--- src/rtl/core/hsv2rgb_pkg.sv ---
`timescale 1ns / 1ps

package hsv2rgb_pkg;

  // Default number of fraction bits for saturation, value and the channels.
  localparam int unsigned FRAC_BITS_DEF = 12;

  // Fixed widths of the pixel fields.
  localparam int unsigned HUE_W    = 16;
  localparam int unsigned CH_W     = 13;
  localparam int unsigned REM_W    = 13;
  localparam int unsigned SECTOR_W = 3;

  // Hue range and sector size in hundredths of a degree.
  localparam logic [HUE_W-1:0] HUE_MAX    = 16'd35999;
  localparam logic [HUE_W-1:0] HUE_SECTOR = 16'd6000;

  // Hue sectors, named by the colors they run between.
  typedef enum logic [SECTOR_W-1:0] {
    SECT_RY = 3'd0,
    SECT_YG = 3'd1,
    SECT_GC = 3'd2,
    SECT_CB = 3'd3,
    SECT_BM = 3'd4,
    SECT_MR = 3'd5
  } sector_e;

endpackage

--- src/rtl/core/hsv_to_rgb_converter.sv ---
`timescale 1ns / 1ps
// Each accepted item's result is presented with valid_o high.
// Throughput: one item per clock cycle; busy_o stays low because the receiver cannot stall.
// The rate is set by a five-stage pipeline: clamp and sector split, a two-stage reciprocal
// divide for the hue fraction, and two rounds of truncating multipliers.
// Reset (rst_ni low, asynchronous) clears the stage valid bits; data registers are not reset.
module hsv_to_rgb_converter #(
  parameter int unsigned FRAC_BITS = hsv2rgb_pkg::FRAC_BITS_DEF
) (
  input  logic                          clk_i,
  input  logic                          rst_ni,
  input  logic                          start_i,
  output logic                          busy_o,
  input  logic [hsv2rgb_pkg::HUE_W-1:0] hue_centideg_i,
  input  logic [hsv2rgb_pkg::CH_W-1:0]  sat_q12_i,
  input  logic [hsv2rgb_pkg::CH_W-1:0]  val_q12_i,
  output logic                          valid_o,
  output logic [hsv2rgb_pkg::CH_W-1:0]  red_q12_o,
  output logic [hsv2rgb_pkg::CH_W-1:0]  green_q12_o,
  output logic [hsv2rgb_pkg::CH_W-1:0]  blue_q12_o
);
  import hsv2rgb_pkg::*;

  localparam int unsigned SW = FRAC_BITS + 1;
  localparam int unsigned PW = 2 * SW;
  localparam logic [SW-1:0] ONE = {1'b1, {FRAC_BITS{1'b0}}};
  localparam int unsigned STAGES = 5;

  // Valid bits of the stages; the last one drives the strobe.
  logic [STAGES-1:0] valid_d, valid_q;

  // Stage 1 registers.
  logic [HUE_W-1:0]    hue_c;
  logic [SW-1:0]       s_c, v_c;
  logic [SECTOR_W-1:0] sect_c;
  logic [REM_W-1:0]    rem_c;
  logic [SW-1:0]       s1_s_q, s1_v_q;
  logic [SECTOR_W-1:0] s1_sect_q;
  logic [REM_W-1:0]    s1_rem_q;

  // Stage 2 and 3 registers.
  logic [PW-1:0]       base_prod;
  logic [SW-1:0]       s2_s_q, s2_v_q, s2_base_q;
  logic [SECTOR_W-1:0] s2_sect_q;
  logic [SW-1:0]       s3_s_q, s3_v_q, s3_base_q;
  logic [SECTOR_W-1:0] s3_sect_q;
  logic [FRAC_BITS-1:0] frac;

  // Stage 4 registers.
  logic [SW-1:0]       one_m_frac;
  logic [PW-1:0]       sf_prod, sfc_prod;
  logic [SW-1:0]       s4_sf_q, s4_sfc_q, s4_v_q, s4_base_q;
  logic [SECTOR_W-1:0] s4_sect_q;

  // Stage 5 logic and output registers.
  logic [PW-1:0]       fade_prod, rise_prod;
  logic [SW-1:0]       fade, rise;
  logic [SW-1:0]       red_c, green_c, blue_c;
  logic [CH_W-1:0]     red_q, green_q, blue_q;

  // The pipeline never holds, so an item is taken whenever start_i is high.
  assign busy_o  = 1'b0;
  assign valid_d = {valid_q[STAGES-2:0], start_i & ~busy_o};

  always_ff @(posedge clk_i or negedge rst_ni) begin
    if (!rst_ni) begin
      valid_q <= '0;
    end else begin
      valid_q <= valid_d;
    end
  end

  // Clamp the inputs and split the hue into sector and remainder.
  assign hue_c = (hue_centideg_i > HUE_MAX) ? HUE_MAX : hue_centideg_i;
  assign s_c   = (sat_q12_i > ONE) ? ONE : SW'(sat_q12_i);
  assign v_c   = (val_q12_i > ONE) ? ONE : SW'(val_q12_i);

  always_comb begin
    if (hue_c >= HUE_W'(5 * HUE_SECTOR)) begin
      sect_c = SECT_MR;
      rem_c  = REM_W'(hue_c - HUE_W'(5 * HUE_SECTOR));
    end else if (hue_c >= HUE_W'(4 * HUE_SECTOR)) begin
      sect_c = SECT_BM;
      rem_c  = REM_W'(hue_c - HUE_W'(4 * HUE_SECTOR));
    end else if (hue_c >= HUE_W'(3 * HUE_SECTOR)) begin
      sect_c = SECT_CB;
      rem_c  = REM_W'(hue_c - HUE_W'(3 * HUE_SECTOR));
    end else if (hue_c >= HUE_W'(2 * HUE_SECTOR)) begin
      sect_c = SECT_GC;
      rem_c  = REM_W'(hue_c - HUE_W'(2 * HUE_SECTOR));
    end else if (hue_c >= HUE_SECTOR) begin
      sect_c = SECT_YG;
      rem_c  = REM_W'(hue_c - HUE_SECTOR);
    end else begin
      sect_c = SECT_RY;
      rem_c  = REM_W'(hue_c);
    end
  end

  always_ff @(posedge clk_i) begin
    s1_s_q    <= s_c;
    s1_v_q    <= v_c;
    s1_sect_q <= sect_c;
    s1_rem_q  <= rem_c;
  end

  // The hue fraction takes two stages; the base product runs beside it.
  hsv2rgb_frac_div #(
    .FRAC_BITS(FRAC_BITS)
  ) u_frac_div (
    .clk_i (clk_i),
    .rem_i (s1_rem_q),
    .frac_o(frac)
  );

  assign base_prod = {{SW{1'b0}}, s1_v_q} * {{SW{1'b0}}, ONE - s1_s_q};

  always_ff @(posedge clk_i) begin
    s2_s_q    <= s1_s_q;
    s2_v_q    <= s1_v_q;
    s2_sect_q <= s1_sect_q;
    s2_base_q <= SW'(base_prod >> FRAC_BITS);
    s3_s_q    <= s2_s_q;
    s3_v_q    <= s2_v_q;
    s3_sect_q <= s2_sect_q;
    s3_base_q <= s2_base_q;
  end

  // Saturation scaled by the fraction and by its complement.
  assign one_m_frac = ONE - {1'b0, frac};
  assign sf_prod    = {{SW{1'b0}}, s3_s_q} * {{(SW+1){1'b0}}, frac};
  assign sfc_prod   = {{SW{1'b0}}, s3_s_q} * {{SW{1'b0}}, one_m_frac};

  always_ff @(posedge clk_i) begin
    s4_sf_q   <= SW'(sf_prod >> FRAC_BITS);
    s4_sfc_q  <= SW'(sfc_prod >> FRAC_BITS);
    s4_v_q    <= s3_v_q;
    s4_base_q <= s3_base_q;
    s4_sect_q <= s3_sect_q;
  end

  // Fade and rise levels, then the sector picks the channel order.
  assign fade_prod = {{SW{1'b0}}, s4_v_q} * {{SW{1'b0}}, ONE - s4_sf_q};
  assign rise_prod = {{SW{1'b0}}, s4_v_q} * {{SW{1'b0}}, ONE - s4_sfc_q};
  assign fade      = SW'(fade_prod >> FRAC_BITS);
  assign rise      = SW'(rise_prod >> FRAC_BITS);

  always_comb begin
    case (s4_sect_q)
      SECT_RY: begin
        red_c = s4_v_q;    green_c = rise;      blue_c = s4_base_q;
      end
      SECT_YG: begin
        red_c = fade;      green_c = s4_v_q;    blue_c = s4_base_q;
      end
      SECT_GC: begin
        red_c = s4_base_q; green_c = s4_v_q;    blue_c = rise;
      end
      SECT_CB: begin
        red_c = s4_base_q; green_c = fade;      blue_c = s4_v_q;
      end
      SECT_BM: begin
        red_c = rise;      green_c = s4_base_q; blue_c = s4_v_q;
      end
      default: begin
        red_c = s4_v_q;    green_c = s4_base_q; blue_c = fade;
      end
    endcase
  end

  // Output registers, each channel cut to its field.
  always_ff @(posedge clk_i) begin
    red_q   <= CH_W'(red_c);
    green_q <= CH_W'(green_c);
    blue_q  <= CH_W'(blue_c);
  end

  assign valid_o     = valid_q[STAGES-1];
  assign red_q12_o   = red_q;
  assign green_q12_o = green_q;
  assign blue_q12_o  = blue_q;

endmodule

--- src/rtl/core/hsv2rgb_frac_div.sv ---
`timescale 1ns / 1ps

module hsv2rgb_frac_div #(
  parameter int unsigned FRAC_BITS = hsv2rgb_pkg::FRAC_BITS_DEF
) (
  input  logic                           clk_i,
  input  logic [hsv2rgb_pkg::REM_W-1:0]  rem_i,
  output logic [FRAC_BITS-1:0]           frac_o
);
  import hsv2rgb_pkg::*;

  // The dividend is the sector remainder scaled up by the fraction bits.
  localparam int unsigned XW = REM_W + FRAC_BITS;
  localparam int unsigned K  = XW;
  localparam int unsigned MW = FRAC_BITS + 1;
  localparam longint unsigned RECIP_L = (64'd1 << K) / 64'(HUE_SECTOR);
  localparam logic [MW-1:0] RECIP = MW'(RECIP_L);
  localparam logic [XW-1:0] DIVISOR = XW'(HUE_SECTOR);

  logic [XW-1:0]    x;
  logic [XW+MW-1:0] est_prod;
  logic [XW-1:0]    x_q;
  logic [FRAC_BITS-1:0] q0_q;
  logic [XW-1:0]    back_prod;
  logic [XW-1:0]    resid;
  logic [FRAC_BITS-1:0] frac_q;

  assign x = {rem_i, {FRAC_BITS{1'b0}}};

  // First step: the reciprocal estimate is low by at most one.
  assign est_prod = {{MW{1'b0}}, x} * {{XW{1'b0}}, RECIP};

  always_ff @(posedge clk_i) begin
    x_q  <= x;
    q0_q <= FRAC_BITS'(est_prod >> K);
  end

  // Second step: the residue tells whether the estimate needs one more.
  assign back_prod = {{(XW-FRAC_BITS){1'b0}}, q0_q} * DIVISOR;
  assign resid     = x_q - back_prod;

  always_ff @(posedge clk_i) begin
    if (resid >= DIVISOR) begin
      frac_q <= q0_q + FRAC_BITS'(1);
    end else begin
      frac_q <= q0_q;
    end
  end

  assign frac_o = frac_q;

endmodule

--- config.mk ---
export PLATFORM = sky130hd
export DESIGN_NAME = hsv_to_rgb_converter
export DESIGN_NICKNAME = d
export VERILOG_FILES = /design/src/rtl/core/hsv2rgb_pkg.sv /design/src/rtl/core/hsv_to_rgb_converter.sv /design/src/rtl/core/hsv2rgb_frac_div.sv
export SDC_FILE = /design/constraint.sdc
export NUM_CORES = 2
export LEC_CHECK = 0
export BUFFER_PORTS_ARGS = -buffer_cell sky130_fd_sc_hd__buf_2
export CAP_MARGIN = 40
export CORE_MARGIN = 1.5
export CORE_UTILIZATION = 45
export DETAILED_ROUTE_END_ITERATION = 7
export PLACE_DENSITY = 0.7
export SLEW_MARGIN = 20
export SYNTH_ARGS = -nofsm -noshare
export SYNTH_HDL_FRONTEND = slang
export SYNTH_SLANG_ARGS = --single-unit
--- constraint.sdc ---
create_clock -name clk_i -period 7.1 [get_ports clk_i]
set_input_delay 0.71 -clock clk_i [delete_from_list [all_inputs] [get_ports clk_i]]
set_output_delay 0.71 -clock clk_i [all_outputs]
set_load 0.01 [all_outputs]
==> Yosys cells after proc, flatten, opt, wreduce, memory -nomap -nowiden <==
Cells that the tools add are included.
{ "word_totals": {"word_cells": 76, "ff_bits": 262, "inputBits": 45, "output_inout_bits": 41} }
{ "classes": {"n_eq_ne": 4, "n_mux": 14, "reduce_logical": 6, "n_mul": 7, "add_sub_neg": 11, "order_cmp": 9} }
{ "op_table": {"columns": ["cell", "n"], "rows": [
  ["case mux 13 bit (3 select lines)", 3],
  ["multiplier 13 x 13 -> 25 bit", 4],
  ["two-way mux 13 bit", 5],
  ["greater-or-equal comparator 16 x 15 -> 1 bit (second input constant)", 3],
  ["subtractor 13 bit (first input constant)", 3],
  ["subtractor 13 bit (second input constant)", 3],
  ["greater-than comparator 13 bit (second input constant)", 2],
  ["greater-or-equal comparator 25 x 13 -> 1 bit (second input constant)", 1],
  ["multiplier 13 x 12 -> 25 bit", 1],
  ["subtractor 25 bit", 1],
  ["multiplier 13 x 10 -> 22 bit (second input constant)", 1],
  ["multiplier 12 x 9 -> 21 bit (second input constant)", 1],
  ["greater-or-equal comparator 16 x 13 -> 1 bit (second input constant)", 1],
  ["greater-or-equal comparator 16 x 14 -> 1 bit (second input constant)", 1],
  ["greater-than comparator 16 bit (second input constant)", 1],
  ["two-way mux 16 bit", 1],
  ["subtractor 13 x 11 -> 13 bit (second input constant)", 1],
  ["subtractor 13 x 12 -> 13 bit (first input constant)", 1],
  ["subtractor 13 x 12 -> 13 bit (second input constant)", 1],
  ["adder 12 x 1 -> 12 bit (second input constant)", 1],
  ["two-way mux 12 bit", 1],
  ["OR reduction 2 bit", 5],
  ["equality test 3 x 2 -> 1 bit (second input constant)", 2],
  ["two-way mux 2 bit", 2],
  ["4 further kinds", 5]
]} }

==> Longest topological paths before layout <==
{ "depth": {"word_depth": 8, "depth_mapped": 30, "depth_no_buf": 30} }

==> Cells and area by module <==
From an unflattened synthesis, not the netlist that was laid out.
{ "unflattened": {"hier_cells": 4467, "area_unflattened_um2": 39775.6} }
{ "by_module_without_submodules": {"columns": ["mod", "instances", "area_per_inst_um2", "seq_area_each_um2", "cells_each"], "rows": [
  ["hsv_to_rgb_converter", 1, 32880.3, 4529.3, 3731],
  ["hsv2rgb_frac_div", 1, 6895.4, 740.7, 736]
]} }

==> Worst setup path before layout <==
OpenSTA, ideal clock, no wires.
{ "synth_path": {"path_kind": "register to register", "startpoint": "reg u_frac_div.frac_q[2] (netlist: u_frac_div.frac_o[2])", "endpoint": "reg s4_sfc_q[12]", "t_arrival_ns": 6.832, "synth_period_minus_slack_ns": 6.953, "t_required_ns": 6.979, "path_slack_ns": 0.147, "n_path_buf": 2, "setup_time_ns": 0.121, "path_stages_with_launch": 29, "cell_sequence": "dfxtp_1 > clkbuf_1 > nor2_1 > nand2_1 > or3_1 > or3_1 > or2_2 > nor4_1 > clkbuf_1 > nand2_1 > fa_1 > fa_1 > inv_1 > fa_1 > inv_1 > fa_1 > inv_1 > fa_1 > ha_1 > a21o_1 > a21oi_1 > nand2_1 > o21ai_0 > o21ai_0 > o21a_1 > o21a_1 > o21a_1 > a31oi_1 > xnor2_1"} }
{ "synth_via": {"elab_chain_len": 2} }
{ "synth_lines": {"columns": ["element", "line", "source"], "rows": [
  ["from (decl)", "hsv2rgb_frac_div.sv:26", "logic [FRAC_BITS-1:0] frac_q;"],
  ["from (signal assigned)", "hsv2rgb_frac_div.sv:44", "frac_q <= q0_q + FRAC_BITS'(1);"],
  ["from (signal assigned)", "hsv2rgb_frac_div.sv:46", "frac_q <= q0_q;"],
  ["subtractor 13 x 12 -> 13 bit", "hsv_to_rgb_converter.sv:130", "assign one_m_frac = ONE - {1'b0, frac};"],
  ["multiplier 13 x 13 -> 25 bit", "hsv_to_rgb_converter.sv:132", "assign sfc_prod = {{SW{1'b0}}, s3_s_q} * {{SW{1'b0}}, one_m_frac};"],
  ["named net sfc_prod[24]", "hsv_to_rgb_converter.sv:51", "logic [PW-1:0] sf_prod, sfc_prod;"],
  ["to (signal assigned)", "hsv_to_rgb_converter.sv:136", "s4_sfc_q <= SW'(sfc_prod >> FRAC_BITS);"],
  ["to (decl)", "hsv_to_rgb_converter.sv:52", "logic [SW-1:0] s4_sf_q, s4_sfc_q, s4_v_q, s4_base_q;"]
]} }
The timed path passes the listed nets, and every way through them passes these cells.
A chain may end at the register's enable or synchronous reset.

==> Final worst setup path <==
{ "layout_path": {"startpoint": "reg s4_sfc_q[2]", "endpoint": "reg red_q[11] (netlist: red_q12_o[11])"} }
{ "layout_via": {"elab_chain_len": 3} }
{ "layout_lines": {"columns": ["element", "line", "source"], "rows": [
  ["subtractor 13 bit", "hsv_to_rgb_converter.sv:144", "assign rise_prod = {{SW{1'b0}}, s4_v_q} * {{SW{1'b0}}, ONE - s4_sfc_q};"],
  ["multiplier 13 x 13 -> 25 bit", "hsv_to_rgb_converter.sv:144", null],
  ["case mux 13 bit (3 select lines)", "hsv_to_rgb_converter.sv:149", "case (s4_sect_q)"],
  ["named net red_c[11]", "hsv_to_rgb_converter.sv:58", "logic [SW-1:0] red_c, green_c, blue_c;"],
  ["to (signal assigned)", "hsv_to_rgb_converter.sv:173", "red_q <= CH_W'(red_c);"],
  ["to (decl)", "hsv_to_rgb_converter.sv:59", "logic [CH_W-1:0] red_q, green_q, blue_q;"]
]} }
The timed path passes the listed nets, and every way through them passes these cells.

==> results.ini <==
[status]
outcome=finished, final reports clean

[clocking]
htreeDepth=1
clk_latency_ns=0.61
clk_pin_slew_ns=0.06
cts_buffers=28
root_buffer=clkbuf_16
numClockSinks=262
clockBufferDepth=3
cts_tree=done

[logic_synthesis]
syn_avg_cell_area_um2=8.95
synth_seq_cells=262
ys_seq_area_share_pct=13.4
synth.distinct_cells=75
synth_ff_type=dfxtp_1
synth_edf_count=0
syn_inst=4389
synth_nets=5585
async_reset_ff_share_pct=1.91
yosys_warnings=0
netlist_area_um2=39300

[timing]
slew_violations=0
hold_viol=0
fin_crit_sh_pct=96.8
rsz0062_at_grt=true
finalCriticalPeriod_ns=6.87
fmax_ghz=0.145
slew-limit-headroom_pct=38.2
tightestPinTransition_ns=0.927
setup_ws_ns=0.226
fin_worst_skew_ns=0.0446
finalSetupViolCount=0

[layout]
fin_cells=5657
area_delta_synth_final_pct=9.61
post-route-util_pct=49.7
final_nets=5676
layout_common_cells=inv_1 (950), fa_1 (672), nand2_1 (620), ha_1 (467), and2_1 (286)
mostFrequentLayoutCell=inv_1
fin_area_um2=43100
num_antenna_cells=0
drive_above_1_share_pct=8.62

[min_path]
hold_class=in2reg
hp-start=start_i

[setup_path]
cp_slowest_cell=fa_1
reg2reg_from=s4_sfc_q[2]$_DFF_P_
setup.worst_path.class=reg2reg
cp_max_fo=6
max_stage_delay_ns=0.55
cp_common_cell=fa_1
endpoint_kind=register
required_ns=7.57
arrival_ns=7.34
crit_path_start_kind=register
crit_start=s4_sfc_q[2]$_DFF_P_

[routing]
drt-pass1-iter-count=5
vias=29100
wl_um=89300
drt_iter0_drc=1761
via_per_inst=5.14
routedWlPerCell_um=15.8
drc_errors=0
ant_nets=0

[global_routing]
overflow=0
grt_pass1_vias=30900
grt_pass1_wl_um=153000
grt_max_degree=55
grt_use_total_pct=20.8
antenna_found_initial=0

[die]
ioPinCount=86
rows=108
core_um2=86600
die_area_um2=89100
fp.dieW_um=299
die_h_um=299
start_util_pct=45.4

[place]
gp_congestion=0.926
dp_cells=5585
port_buffers=84
dpl_cell_area_um2=41600
place_hpwl_um=72800
place_ws_ns=-0.0162

[job]
drv_cap=0

## Yosys cell counts (4+ instances only)
cell type / n / area (µm²)
o2111ai_1: 12 / 105
nor2b_1: 41 / 257
a22oi_1: 13 / 97.6
nand4_1: 11 / 68.8
a221oi_1: 9 / 78.8
buf_1: 4 / 15.0
a311oi_1: 5 / 43.8
dfrtp_1: 5 / 125
or4_1: 5 / 37.5
fa_1: 679 / 13600
nor2_1: 123 / 462
inv_1: 956 / 3590
nor4_1: 12 / 75.1
nor3_1: 46 / 230
a31oi_1: 19 / 119
a21o_1: 21 / 158
o31ai_1: 14 / 105
o211ai_1: 7 / 52.6
nand3_1: 35 / 175
or2_2: 6 / 37.5
o21a_1: 24 / 180
mux2i_1: 9 / 90.1
dfxtp_1: 257 / 5140
o221ai_1: 11 / 96.3
nand2b_1: 19 / 119
o21ai_1: 5 / 25.0
a21oi_1: 91 / 455
mux2_2: 6 / 67.6
a41oi_1: 4 / 35.0
a211oi_1: 12 / 90.1
and3_1: 19 / 119
a21boi_0: 9 / 67.6
and2_1: 289 / 1810
mux4_2: 4 / 90.1
xor2_1: 42 / 368
nand2_1: 622 / 2330
o21ai_0: 87 / 435
ha_1: 472 / 5910
a2111oi_0: 4 / 35.0
o21bai_1: 7 / 52.6
o22ai_1: 14 / 87.6
clkbuf_1: 176 / 661
o211a_1: 4 / 40.0
or3_1: 20 / 125
xnor2_1: 113 / 990
## worst paths after layout
check	slack [ns]	cells past startpoint	to
max in group asynchronous	6.54	2	valid_q[4]$_DFF_PN0_
worst min register to register	0.32	0	s4_sect_q[1]$_DFF_P_
min in group asynchronous	0.44	2	valid_q[3]$_DFF_PN0_
worst max register to register	0.23	26	red_q12_o[11]$_DFF_P_
worst max-delay path	0.23	26	red_q12_o[11]$_DFF_P_
worst min-delay path	0.22	1	valid_q[0]$_DFF_PN0_
## timing repair
| action | CTS | global route |
|---|---|---|
| pin swaps | 0 | 47 |
| cloned | 0 | 0 |
| hold endpoints to repair | 5 | 0 |
| endpoints found under the setup margin | 4 | 43 |
| buffers inserted | 0 | 17 |
| resized for setup | 3 | 88 |
| hold buffers | 1 | 0 |
## per-stage QoR
| step | TNS (ns) | hold slack, ns |
|---|---|---|
| after floorplan | 0 | 0.310 |
| after global placement | 0 | 0.310 |
| after detailed placement | -0.0162 | 0.312 |
| after CTS | -0.0108 | 0.204 |
| after global routing | -0.587 | 0.205 |
| final | 0 | 0.223 |
## cell type report
cell class              instances  area, µm²
clock inverters                16        226
multi-input cells            2989      30100
repair buffers                242       1670
flip-flops and latches        262       5280
fillers                      7921      43500
well taps                    1155       1450
inverters                     957       3590
clock buffers                  36        761
## metal layers
layer  vias to the layer above  wire (µm)  track usage (%)
met3                       127       5320             2.22
met5                         -          0                0
met1                     14500      38600             28.0
met2                       806      43200             35.7
met4                         0       2220             5.33
li1                      13600          -                -
## worst max-delay path: cells and delay by family, from the launching register on
kind            cells  cell delay, ns
flops               1            0.34
buf+inv             4            0.21
compound gates      7            1.36
mux                 1            0.49
simple gates        6            1.21
xor+xnor            2            0.35
fa+ha+maj           6            2.82
## kinds of logic (layout without fill, tap and decap cells)
kind of cell	after synthesis	count (layout)	synth area share, %
other cells	1	1	0.00954
mux	19	19	0.630
flops	262	262	13.4
simple gates	1260	1260	15.1
buf+inv	1138	1251	10.9
fa+ha+maj	1151	1151	49.6
compound gates	402	402	6.81
xor+xnor	156	156	3.51
Power is not shown: default switching activity piles up to over one toggle a cycle in this logic, so the estimate is an artifact.
